File: src/rtl/bbct_pkg.sv
// shared constants and types for the block buffer cache tag engine
`timescale 1ns / 1ps
package bbct_pkg;

    localparam int ENTRIES_DEF    = 64;
    localparam int BLOCK_BITS_DEF = 24;
    localparam int DEV_W          = 16;
    localparam int COUNT_W        = 8;
    localparam int IDX_IN_W       = 6;
    localparam int IDX_OUT_W      = 6;
    localparam int IDX_IN_CODES   = 64;

    localparam logic [COUNT_W-1:0] COUNT_MAX = 8'd255;

    typedef logic [1:0] t_op;
    localparam t_op OP_GET     = 2'd0;
    localparam t_op OP_RELEASE = 2'd1;
    localparam t_op OP_FLAGS   = 2'd2;

    typedef logic [2:0] t_status;
    localparam t_status ST_HIT      = 3'd0;
    localparam t_status ST_ALLOC    = 3'd1;
    localparam t_status ST_NOFREE   = 3'd2;
    localparam t_status ST_RELFREE  = 3'd3;
    localparam t_status ST_FLAGS    = 3'd4;
    localparam t_status ST_RELEASED = 3'd5;
    localparam t_status ST_FULL     = 3'd6;

    // per-entry count and flags as stored in the meta memory
    typedef struct packed {
        logic [COUNT_W-1:0] count;
        logic               dirty;
        logic               locked;
        logic               valid;
    } t_meta;

endpackage

File: src/rtl/block_buffer_cache_tags_unit.sv
// top level of the block buffer cache tag engine
//
//  channel | direction | handshake          | payload
//  --------+-----------+--------------------+----------------------------------------
//  request | in        | i_valid / o_ready  | op, device, block_number, entry_index, flags
//  result  | out       | o_valid / i_ready  | status, result_index, is_valid/locked/dirty
//
// release and flag update pass through meta read, update and result staging
// a get scans all tags one per cycle (device 0 skips the scan and counts as a miss), then on a miss walks the
// replacement ring one entry per cycle (at most ENTRIES entries) and relinks the
// victim in states S_A1 to S_A4; the tag memory port and the ring pointer chase set this pace
// after reset a clearing pass over every entry initializes all memories; o_ready is low
// a stalled result sits in the output register while the next request is accepted
`timescale 1ns / 1ps
module block_buffer_cache_tags_unit
    import bbct_pkg::*;
#(
    parameter int ENTRIES    = ENTRIES_DEF,
    parameter int BLOCK_BITS = BLOCK_BITS_DEF
) (
    input  logic                  i_clk,
    input  logic                  i_rst_n,
    input  logic                  i_valid,
    output logic                  o_ready,
    input  logic [1:0]            i_op,
    input  logic [DEV_W-1:0]      i_device,
    input  logic [BLOCK_BITS-1:0] i_block_number,
    input  logic [IDX_IN_W-1:0]   i_entry_index,
    input  logic                  i_new_locked,
    input  logic                  i_new_dirty,
    input  logic                  i_new_valid,
    output logic                  o_valid,
    input  logic                  i_ready,
    output logic [2:0]            o_status,
    output logic [IDX_OUT_W-1:0]  o_result_index,
    output logic                  o_is_valid,
    output logic                  o_is_locked,
    output logic                  o_is_dirty
);

    localparam int IDXW = $clog2(ENTRIES);
    localparam int CNTW = IDXW + 1;
    localparam int TAGW = DEV_W + BLOCK_BITS;
    localparam int METW = $bits(t_meta);
    localparam logic [CNTW-1:0] LAST = CNTW'(ENTRIES - 1);

    typedef enum logic [3:0] {
        S_CLEAR, S_IDLE, S_SCAN, S_UPD, S_WALK, S_A1, S_A2, S_A3, S_A4, S_RESP
    } t_state;

    typedef enum logic [1:0] {K_HIT, K_REL, K_FLG} t_kind;

    t_state r_state;
    t_kind  r_kind;

    logic [CNTW-1:0]       r_cnt;
    logic                  r_spend;
    logic [IDXW-1:0]       r_pidx;
    logic [IDXW-1:0]       r_idx;
    logic [DEV_W-1:0]      r_dev;
    logic [BLOCK_BITS-1:0] r_blk;
    logic [2:0]            r_nflags;
    logic [IDXW-1:0]       r_head;
    logic                  r_wfirst;
    logic                  r_wpend;
    logic [IDXW-1:0]       r_wcur;
    logic [CNTW-1:0]       r_steps;
    logic                  r_found;
    logic [IDXW-1:0]       r_best;
    logic [1:0]            r_bbad;
    logic                  r_fwd;
    logic [IDXW-1:0]       r_p;
    logic [IDXW-1:0]       r_t;

    t_status               r_res_status;
    logic [IDXW-1:0]       r_res_idx;
    logic [2:0]            r_res_flags;
    logic                  r_out_valid;
    t_status               r_out_status;
    logic [IDX_OUT_W-1:0]  r_out_idx;
    logic [2:0]            r_out_flags;

    // memory ports
    logic            tag_we,  meta_we,  next_we,  prev_we;
    logic [IDXW-1:0] tag_wa,  meta_wa,  next_wa,  prev_wa;
    logic [IDXW-1:0] tag_ra,  meta_ra,  next_ra,  prev_ra;
    logic [TAGW-1:0] tag_wd,  tag_rd;
    t_meta           meta_wd, meta_rd;
    logic [IDXW-1:0] next_wd, next_rd, prev_wd, prev_rd;
    logic [METW-1:0] meta_rd_bits;

    bbct_ram #(.WIDTH(TAGW), .DEPTH(ENTRIES)) u_tag (
        .i_clk(i_clk), .i_we(tag_we), .i_waddr(tag_wa), .i_wdata(tag_wd),
        .i_raddr(tag_ra), .o_rdata(tag_rd)
    );
    bbct_ram #(.WIDTH(METW), .DEPTH(ENTRIES)) u_meta (
        .i_clk(i_clk), .i_we(meta_we), .i_waddr(meta_wa), .i_wdata(meta_wd),
        .i_raddr(meta_ra), .o_rdata(meta_rd_bits)
    );
    bbct_ram #(.WIDTH(IDXW), .DEPTH(ENTRIES)) u_next (
        .i_clk(i_clk), .i_we(next_we), .i_waddr(next_wa), .i_wdata(next_wd),
        .i_raddr(next_ra), .o_rdata(next_rd)
    );
    bbct_ram #(.WIDTH(IDXW), .DEPTH(ENTRIES)) u_prev (
        .i_clk(i_clk), .i_we(prev_we), .i_waddr(prev_wa), .i_wdata(prev_wd),
        .i_raddr(prev_ra), .o_rdata(prev_rd)
    );

    assign meta_rd = t_meta'(meta_rd_bits);

    // entry index taken modulo the entry count
    logic [IDXW-1:0] mod_tab [IDX_IN_CODES];
    for (genvar v = 0; v < IDX_IN_CODES; v++) begin : g_mod
        assign mod_tab[v] = IDXW'(v % ENTRIES);
    end

    logic [IDXW-1:0] in_idx;
    assign in_idx = mod_tab[i_entry_index];

    logic accept;
    assign o_ready = (r_state == S_IDLE);
    assign accept  = i_valid && o_ready;

    // tag compare in the scan
    logic scan_hit, scan_last;
    assign scan_hit  = r_spend && (tag_rd == {r_dev, r_blk});
    assign scan_last = r_spend && ({1'b0, r_pidx} == LAST);

    // ring walk evaluation of the entry read last cycle
    logic [1:0]      w_bad;
    logic            w_cand, w_stop, w_found;
    logic [IDXW-1:0] w_best, walk_addr;
    assign w_bad     = {meta_rd.dirty, meta_rd.locked};
    assign w_cand    = r_wpend && (meta_rd.count == '0) && (!r_found || (w_bad < r_bbad));
    assign w_stop    = r_wpend && ((w_cand && (w_bad == 2'd0)) || (r_steps == LAST));
    assign w_found   = r_found || w_cand;
    assign w_best    = w_cand ? r_wcur : r_best;
    assign walk_addr = r_wfirst ? r_head : next_rd;

    // relink helpers
    logic [IDXW-1:0] a2_head, a3_tail;
    assign a2_head = (r_head == r_best) ? next_rd : r_head;
    assign a3_tail = r_fwd ? r_p : prev_rd;

    // clearing values
    logic [IDXW-1:0] clr_idx, clr_next, clr_prev;
    assign clr_idx  = r_cnt[IDXW-1:0];
    assign clr_next = (r_cnt == LAST) ? '0 : IDXW'(r_cnt + 1'b1);
    assign clr_prev = (r_cnt == '0) ? LAST[IDXW-1:0] : IDXW'(r_cnt - 1'b1);

    // entry update for hit, release and flag update
    t_meta   upd_meta;
    t_status upd_status;
    always_comb begin
        upd_meta   = meta_rd;
        upd_status = ST_FLAGS;
        case (r_kind)
            K_HIT: begin
                if (meta_rd.count == COUNT_MAX) begin
                    upd_status = ST_FULL;
                end else begin
                    upd_meta.count = meta_rd.count + 1'b1;
                    upd_status     = ST_HIT;
                end
            end
            K_REL: begin
                if (meta_rd.count == '0) begin
                    upd_status = ST_RELFREE;
                end else begin
                    upd_meta.count = meta_rd.count - 1'b1;
                    upd_status     = ST_RELEASED;
                end
            end
            default: begin
                upd_meta.locked = r_nflags[2];
                upd_meta.dirty  = r_nflags[1];
                upd_meta.valid  = r_nflags[0];
            end
        endcase
    end

    // memory address and write control
    always_comb begin
        tag_we  = 1'b0;  tag_wa  = r_best; tag_wd  = {r_dev, r_blk};
        meta_we = 1'b0;  meta_wa = r_idx;  meta_wd = upd_meta;
        next_we = 1'b0;  next_wa = r_best; next_wd = r_head;
        prev_we = 1'b0;  prev_wa = r_best; prev_wd = a3_tail;
        tag_ra  = r_cnt[IDXW-1:0];
        meta_ra = r_idx;
        next_ra = r_best;
        prev_ra = r_best;
        unique case (r_state)
            S_CLEAR: begin
                tag_we  = 1'b1; tag_wa  = clr_idx; tag_wd  = '0;
                meta_we = 1'b1; meta_wa = clr_idx; meta_wd = '0;
                next_we = 1'b1; next_wa = clr_idx; next_wd = clr_next;
                prev_we = 1'b1; prev_wa = clr_idx; prev_wd = clr_prev;
            end
            S_IDLE: meta_ra = in_idx;
            S_SCAN: meta_ra = r_pidx;
            S_UPD:  meta_we = 1'b1;
            S_WALK: begin
                meta_ra = walk_addr;
                next_ra = walk_addr;
            end
            S_A1: begin
                tag_we  = 1'b1;
                meta_we = 1'b1;
                meta_wa = r_best;
                meta_wd = '{count: COUNT_W'(1), dirty: 1'b0, locked: 1'b0, valid: 1'b0};
            end
            S_A2: begin
                next_we = 1'b1; next_wa = prev_rd; next_wd = next_rd;
                prev_we = 1'b1; prev_wa = next_rd; prev_wd = prev_rd;
                prev_ra = a2_head;
            end
            S_A3: begin
                next_we = 1'b1;
                prev_we = 1'b1;
            end
            S_A4: begin
                next_we = 1'b1; next_wa = r_t;    next_wd = r_best;
                prev_we = 1'b1; prev_wa = r_head; prev_wd = r_best;
            end
            default: ;
        endcase
    end

    // control state machine and registered outputs
    always_ff @(posedge i_clk) begin
        if (!i_rst_n) begin
            r_state     <= S_CLEAR;
            r_cnt       <= '0;
            r_head      <= '0;
            r_spend     <= 1'b0;
            r_wpend     <= 1'b0;
            r_wfirst    <= 1'b0;
            r_out_valid <= 1'b0;
        end else begin
            // result slot: filled from the response state, emptied by the receiver
            if (r_state == S_RESP && (!r_out_valid || i_ready)) begin
                r_out_valid <= 1'b1;
            end else if (r_out_valid && i_ready) begin
                r_out_valid <= 1'b0;
            end
            unique case (r_state)
                S_CLEAR: begin
                    r_head <= '0;
                    r_cnt  <= r_cnt + 1'b1;
                    if (r_cnt == LAST) begin
                        r_state <= S_IDLE;
                    end
                end
                S_IDLE: begin
                    r_dev    <= i_device;
                    r_blk    <= i_block_number;
                    r_idx    <= in_idx;
                    r_nflags <= {i_new_locked, i_new_dirty, i_new_valid};
                    r_cnt    <= '0;
                    r_spend  <= 1'b0;
                    r_wpend  <= 1'b0;
                    r_wfirst <= 1'b1;
                    r_steps  <= '0;
                    r_found  <= 1'b0;
                    if (accept) begin
                        case (i_op)
                            OP_GET:     r_state <= (i_device == '0) ? S_WALK : S_SCAN;
                            OP_RELEASE: begin r_kind <= K_REL; r_state <= S_UPD; end
                            OP_FLAGS:   begin r_kind <= K_FLG; r_state <= S_UPD; end
                            default:    r_state <= S_IDLE;
                        endcase
                    end
                end
                S_SCAN: begin
                    if (r_cnt != CNTW'(ENTRIES)) begin
                        r_cnt   <= r_cnt + 1'b1;
                        r_pidx  <= r_cnt[IDXW-1:0];
                        r_spend <= 1'b1;
                    end else begin
                        r_spend <= 1'b0;
                    end
                    if (scan_hit) begin
                        r_kind  <= K_HIT;
                        r_idx   <= r_pidx;
                        r_state <= S_UPD;
                    end else if (scan_last) begin
                        r_state <= S_WALK;
                    end
                end
                S_UPD: begin
                    r_res_status <= upd_status;
                    r_res_idx    <= r_idx;
                    r_res_flags  <= {upd_meta.valid, upd_meta.locked, upd_meta.dirty};
                    r_state      <= S_RESP;
                end
                S_WALK: begin
                    r_wfirst <= 1'b0;
                    r_wpend  <= !w_stop;
                    r_wcur   <= walk_addr;
                    if (r_wpend) begin
                        r_steps <= r_steps + 1'b1;
                        r_found <= w_found;
                        r_best  <= w_best;
                        if (w_cand) begin
                            r_bbad <= w_bad;
                        end
                    end
                    if (w_stop) begin
                        if (w_found) begin
                            r_state <= S_A1;
                        end else begin
                            r_res_status <= ST_NOFREE;
                            r_res_idx    <= '0;
                            r_res_flags  <= '0;
                            r_state      <= S_RESP;
                        end
                    end
                end
                S_A1: r_state <= S_A2;
                S_A2: begin
                    r_head  <= a2_head;
                    r_fwd   <= (a2_head == next_rd);
                    r_p     <= prev_rd;
                    r_state <= S_A3;
                end
                S_A3: begin
                    r_t     <= a3_tail;
                    r_state <= S_A4;
                end
                S_A4: begin
                    r_res_status <= ST_ALLOC;
                    r_res_idx    <= r_best;
                    r_res_flags  <= '0;
                    r_state      <= S_RESP;
                end
                S_RESP: begin
                    if (!r_out_valid || i_ready) begin
                        r_state <= S_IDLE;
                    end
                end
                default: r_state <= S_IDLE;
            endcase
        end
    end

    // result payload
    logic [IDXW+IDX_OUT_W-1:0] res_idx_ext;
    assign res_idx_ext = {{IDX_OUT_W{1'b0}}, r_res_idx};

    always_ff @(posedge i_clk) begin
        if (r_state == S_RESP && (!r_out_valid || i_ready)) begin
            r_out_status <= r_res_status;
            r_out_idx    <= res_idx_ext[IDX_OUT_W-1:0];
            r_out_flags  <= r_res_flags;
        end
    end

    assign o_valid        = r_out_valid;
    assign o_status       = r_out_status;
    assign o_result_index = r_out_idx;
    assign o_is_valid     = r_out_flags[2];
    assign o_is_locked    = r_out_flags[1];
    assign o_is_dirty     = r_out_flags[0];

`ifndef SYNTHESIS
    // no request taken while the memories are being cleared
    a_clear_blocks: assert property (@(posedge i_clk) disable iff (!i_rst_n)
        (r_state == S_CLEAR) |-> !o_ready)
        else $error("request accepted during clearing pass");

    // the ring walk never evaluates more entries than exist
    a_walk_bound: assert property (@(posedge i_clk) disable iff (!i_rst_n)
        (r_state == S_WALK) |-> (r_steps <= CNTW'(ENTRIES)))
        else $error("ring walk overran the entry count");

    // an allocation always follows a found victim
    a_alloc_found: assert property (@(posedge i_clk) disable iff (!i_rst_n)
        (r_state == S_A1) |-> r_found)
        else $error("allocation without a victim");

    // a result leaves the response state only into an empty or draining slot
    a_resp_slot: assert property (@(posedge i_clk) disable iff (!i_rst_n)
        (r_state == S_RESP && r_out_valid && !i_ready) |=> (r_state == S_RESP))
        else $error("result dropped while output stalled");
`endif

endmodule

File: src/rtl/bbct_ram.sv
// single-port-write, single-port-read synchronous ram with registered read data
`timescale 1ns / 1ps
module bbct_ram #(
    parameter int WIDTH = 8,
    parameter int DEPTH = 64,
    localparam int AW = $clog2(DEPTH)
) (
    input  logic             i_clk,
    input  logic             i_we,
    input  logic [AW-1:0]    i_waddr,
    input  logic [WIDTH-1:0] i_wdata,
    input  logic [AW-1:0]    i_raddr,
    output logic [WIDTH-1:0] o_rdata
);

    logic [WIDTH-1:0] mem [DEPTH];
    logic [WIDTH-1:0] r_rdata;

    // write port
    always_ff @(posedge i_clk) begin
        if (i_we) begin
            mem[i_waddr] <= i_wdata;
        end
    end

    // read port, old data on a same-address write
    always_ff @(posedge i_clk) begin
        r_rdata <= mem[i_raddr];
    end

    assign o_rdata = r_rdata;

endmodule

File: config.mk
export PLATFORM = sky130hd
export DESIGN_NAME = block_buffer_cache_tags_unit
export DESIGN_NICKNAME = d
export VERILOG_FILES = /design/src/rtl/bbct_pkg.sv /design/src/rtl/block_buffer_cache_tags_unit.sv /design/src/rtl/bbct_ram.sv
export SDC_FILE = /design/constraint.sdc
export NUM_CORES = 2
export LEC_CHECK = 0
export BUFFER_PORTS_ARGS = -buffer_cell sky130_fd_sc_hd__buf_4
export CORE_UTILIZATION = 25
export DETAILED_ROUTE_END_ITERATION = 10
export PLACE_DENSITY = 0.38
export SYNTH_ARGS = -nofsm -noshare
export SYNTH_HDL_FRONTEND = slang
export SYNTH_SLANG_ARGS = --single-unit
File: constraint.sdc
create_clock -name i_clk -period 10.08 [get_ports i_clk]
set_clock_uncertainty 0.05 [all_clocks]
set_input_delay 2.016 -clock i_clk [delete_from_list [all_inputs] [get_ports i_clk]]
set_output_delay 2.016 -clock i_clk [all_outputs]
set_load 0.01 [all_outputs]
==> run_results.csv <==
group,metric,value,unit
outcome,status,"completed",
sta,finalSetupViolations,0,
worst_setup_path,end_kind,"flop",
routing,ant_nets,0,
clock_network,cts_root_buf,"clkbuf_16",
yosys,synth_ff_type,"edfxtp_1",
global_route,grt.overflow.total,0,
yosys,synthCells,7864,
worst_setup_path,cpMaxStageDelayCell,"a2111oi_0",
worst_setup_path,worstPathCellList,"and4bb_2 > nand2_1 > o2bb2ai_2 > or2_4 > buf_4 > nand2_1 > nand3_1 > o21ai_0 > a2111oi_0 > and4b_1",
sta,maxSlewHeadroom,3.08,%
floorplan,chipHeight,813,microns
layout,drive_above_1_share,26.3,%
routing,routedWlPerCell,29.3,microns
routing,dr.pass1.iters,6,
yosys,yosysWarnings,0,
floorplan,core_area,654000,sq um
power,p_leak,58.9,nW
yosys,syn-mean-instance-area,20.9,sq um
sta,drv_slew,0,
yosys,synth_cell_types,76,
clock_network,cts_setup_buffers,0,
power,irDropWorstVdd,0.371,mV
floorplan,die_w,813,microns
yosys,synthesis.nets,7930,
routing,vias_per_cell,4.66,
worst_setup_path,worstSetupPathType,"reg2reg",
sta,period_share,58.7,%
layout,area_growth,16.9,%
yosys,syn_area,164000,sq um
place,placed_cell_area,177000,sq um
sta,hold_violations,0,
layout,stdcell_area,192000,sq um
yosys,synth_seq_cells,4232,
clock_network,clk_latency,1.06,ns
sta,whs,0.369,ns
place,dp.final_hpwl,289,mm
floorplan,start_util,25.1,%
layout,fin_nets,8283,
routing,drt_iter0_markers,7663,
place,gp_congestion,0.783,
worst_setup_path,required,10.96,ns
floorplan,dieArea,660000,sq um
min_path,hold-path-cell-count,0,
worst_setup_path,path_max_fanout,108,
clock_network,ctsHoldBuffers,0,
power,power,55.8,mW
yosys,synth-async-reset-ratio,0,%
yosys,ys_top_cells_by_area,"edfxtp_1 (76%), mux4_2 (14%), nand2_1 (1.1%)",
yosys,yosysSeqAreaShare,76.8,%
worst_setup_path,critical_path.most_common_cell,"nand2_1",
clock_network,cts_buffer_depth,4,
place,post-place-ws,3.78,ns
routing,drc,0,
worst_setup_path,r2r_cells,10,
clock_network,path_clk_slew,0.07,ns
global_route,antenna_found_initial,34,
worst_setup_path,start_kind,"flop",
global_route,grt_pass1_wl,696,mm
yosys,synth_top_area_cell,"edfxtp_1",
worst_setup_path,slowest_delay,1.05,ns
clock_network,cts.htree.levels,5,
clock_network,cts_resized,0,
clock_network,cts_buffers,457,
job,drv_cap,0,
min_path,hold_path.class,"reg2reg",
global_route,grtUsageTotal,14.9,%
place,dp_cells,16400,
sta,period_needed,5.91,ns
power,powerDensity,290,nW/um^2
layout,final_util,29.3,%
global_route,grt_pass1_vias,83700,
sta,fin_ws,4.17,ns
layout,fin_cells,17300,
clock_network,cts_tree,"built",
clock_network,clock_sinks,4232,
yosys,yosysTopAreaCellShare,75.8,%
routing,finalWirelength,506,mm
place,port_buffers,68,
floorplan,ioPinCount,69,
worst_setup_path,worstPathArrival,6.79,ns
sta,fmaxAchievable,169,MHz
routing,vias,80500,
sta,rsz0062_at_grt,"no",
sta,setup_tns,0,ns
global_route,grt_max_degree,182,
sta,worst_slew_pin_slew,1.45,ns
floorplan,rows,297,
yosys,synth_edf_count,4148,
[path summary, 6_finish.rpt]
kind / from / end / slack, ns
setup reg to reg: r_state[1] / u_prev.o_rdata[4] / 4.17
hold / removal: r_wcur[0] / r_best[0] / 0.37
hold reg to reg: r_wcur[0] / r_best[0] / 0.37
setup / recovery: r_state[1] / u_prev.o_rdata[4] / 4.17
[final cells by class]
class / count / area [sq um]
Antenna cell: 5 / 12.5
Clock buffer: 565 / 12000
Clock inverter: 285 / 2740
Fill cell: 63600 / 462000
Inverter: 25 / 93.8
Multi-Input combinational cell: 3172 / 37500
Sequential cell: 4232 / 126000
Tap cell: 8671 / 10800
Timing Repair Buffer: 329 / 2600
[cell families (layout without fill, tap and decap cells)]
group,after synthesis,after routing,synth area share [%]
AO/OA/AOI/OAI,584,584,2.51
multiplexers,1220,1220,15.5
XOR/XNOR,68,68,0.363
buffers and inverters,460,1204,1.15
other,0,5,0
adder cells (fa/ha/maj),11,11,0.0838
AND/OR/NAND/NOR,1289,1289,3.54
flip-flops,4232,4232,76.8
[cells in the mapped netlist (52+ instances only)]
cell type and n:
a211oi_1 52, a21oi_1 124, and3_1 54, buf_1 81, buf_2 68, clkbuf_1 269
dfxtp_1 84, edfxtp_1 4148, mux2i_1 145, mux4_2 1057, nand2_1 472, nand3_1 151
nor2_1 361, nor2b_1 90, o21ai_0 60, xor2_1 53
[flip-flops by register name, indices dropped and copies added, names as in the netlist, 7 cells and up]
register and cells:
r_cnt 7, u_meta.o_rdata 11, u_meta.mem 704, r_dev 16, u_tag.mem 2560, r_blk 24
u_next.mem 384, u_prev.mem 384, u_tag.o_rdata 40, r_steps 7
[layout by cell type, fill, tap and decap left out, drive strengths merged, types with 28 or more instances in the layout]
cell	Yosys	final
nor2b	90	90
a21oi	125	125
clkinv	0	210
a2111oi	28	28
a211oi	52	52
mux2i	145	145
a31oi	35	35
mux4	1057	1057
o21ai	60	60
edfxtp	4148	4148
a22oi	34	34
clkbuf	270	565
bufinv	0	42
a22o	39	39
nand2	473	473
nor3	30	30
nor2	362	362
buf	165	329
a311oi	32	32
nand3	152	152
inv	25	40
xor2	53	53
dfxtp	84	84
and3	54	54
[worst max-delay path, delay by kind of cell, from the launching register on]
| family | cells | cell delay (ns) |
|---|---|---|
| flops | 1 | 0.77 |
| buf+inv | 1 | 0.84 |
| compound gates | 3 | 2.13 |
| simple gates | 6 | 1.88 |
[power breakdown]
part / switching (mW) / internal, mW
clock: 7.16 / 9.50
sequential: 0.480 / 23.5
combinational: 10.4 / 4.72
total: 18.1 / 37.7
[layer usage]
metal  vias to the layer above  track usage (%)  share of wire, %
met5                         -                0            0.0042
met1                     44200             20.4                44
li1                      33400                -                 -
met3                       653             2.20               4.7
met4                         4             3.48               2.4
met2                      2190             25.2                49
Power figures use the tool's default switching activity.
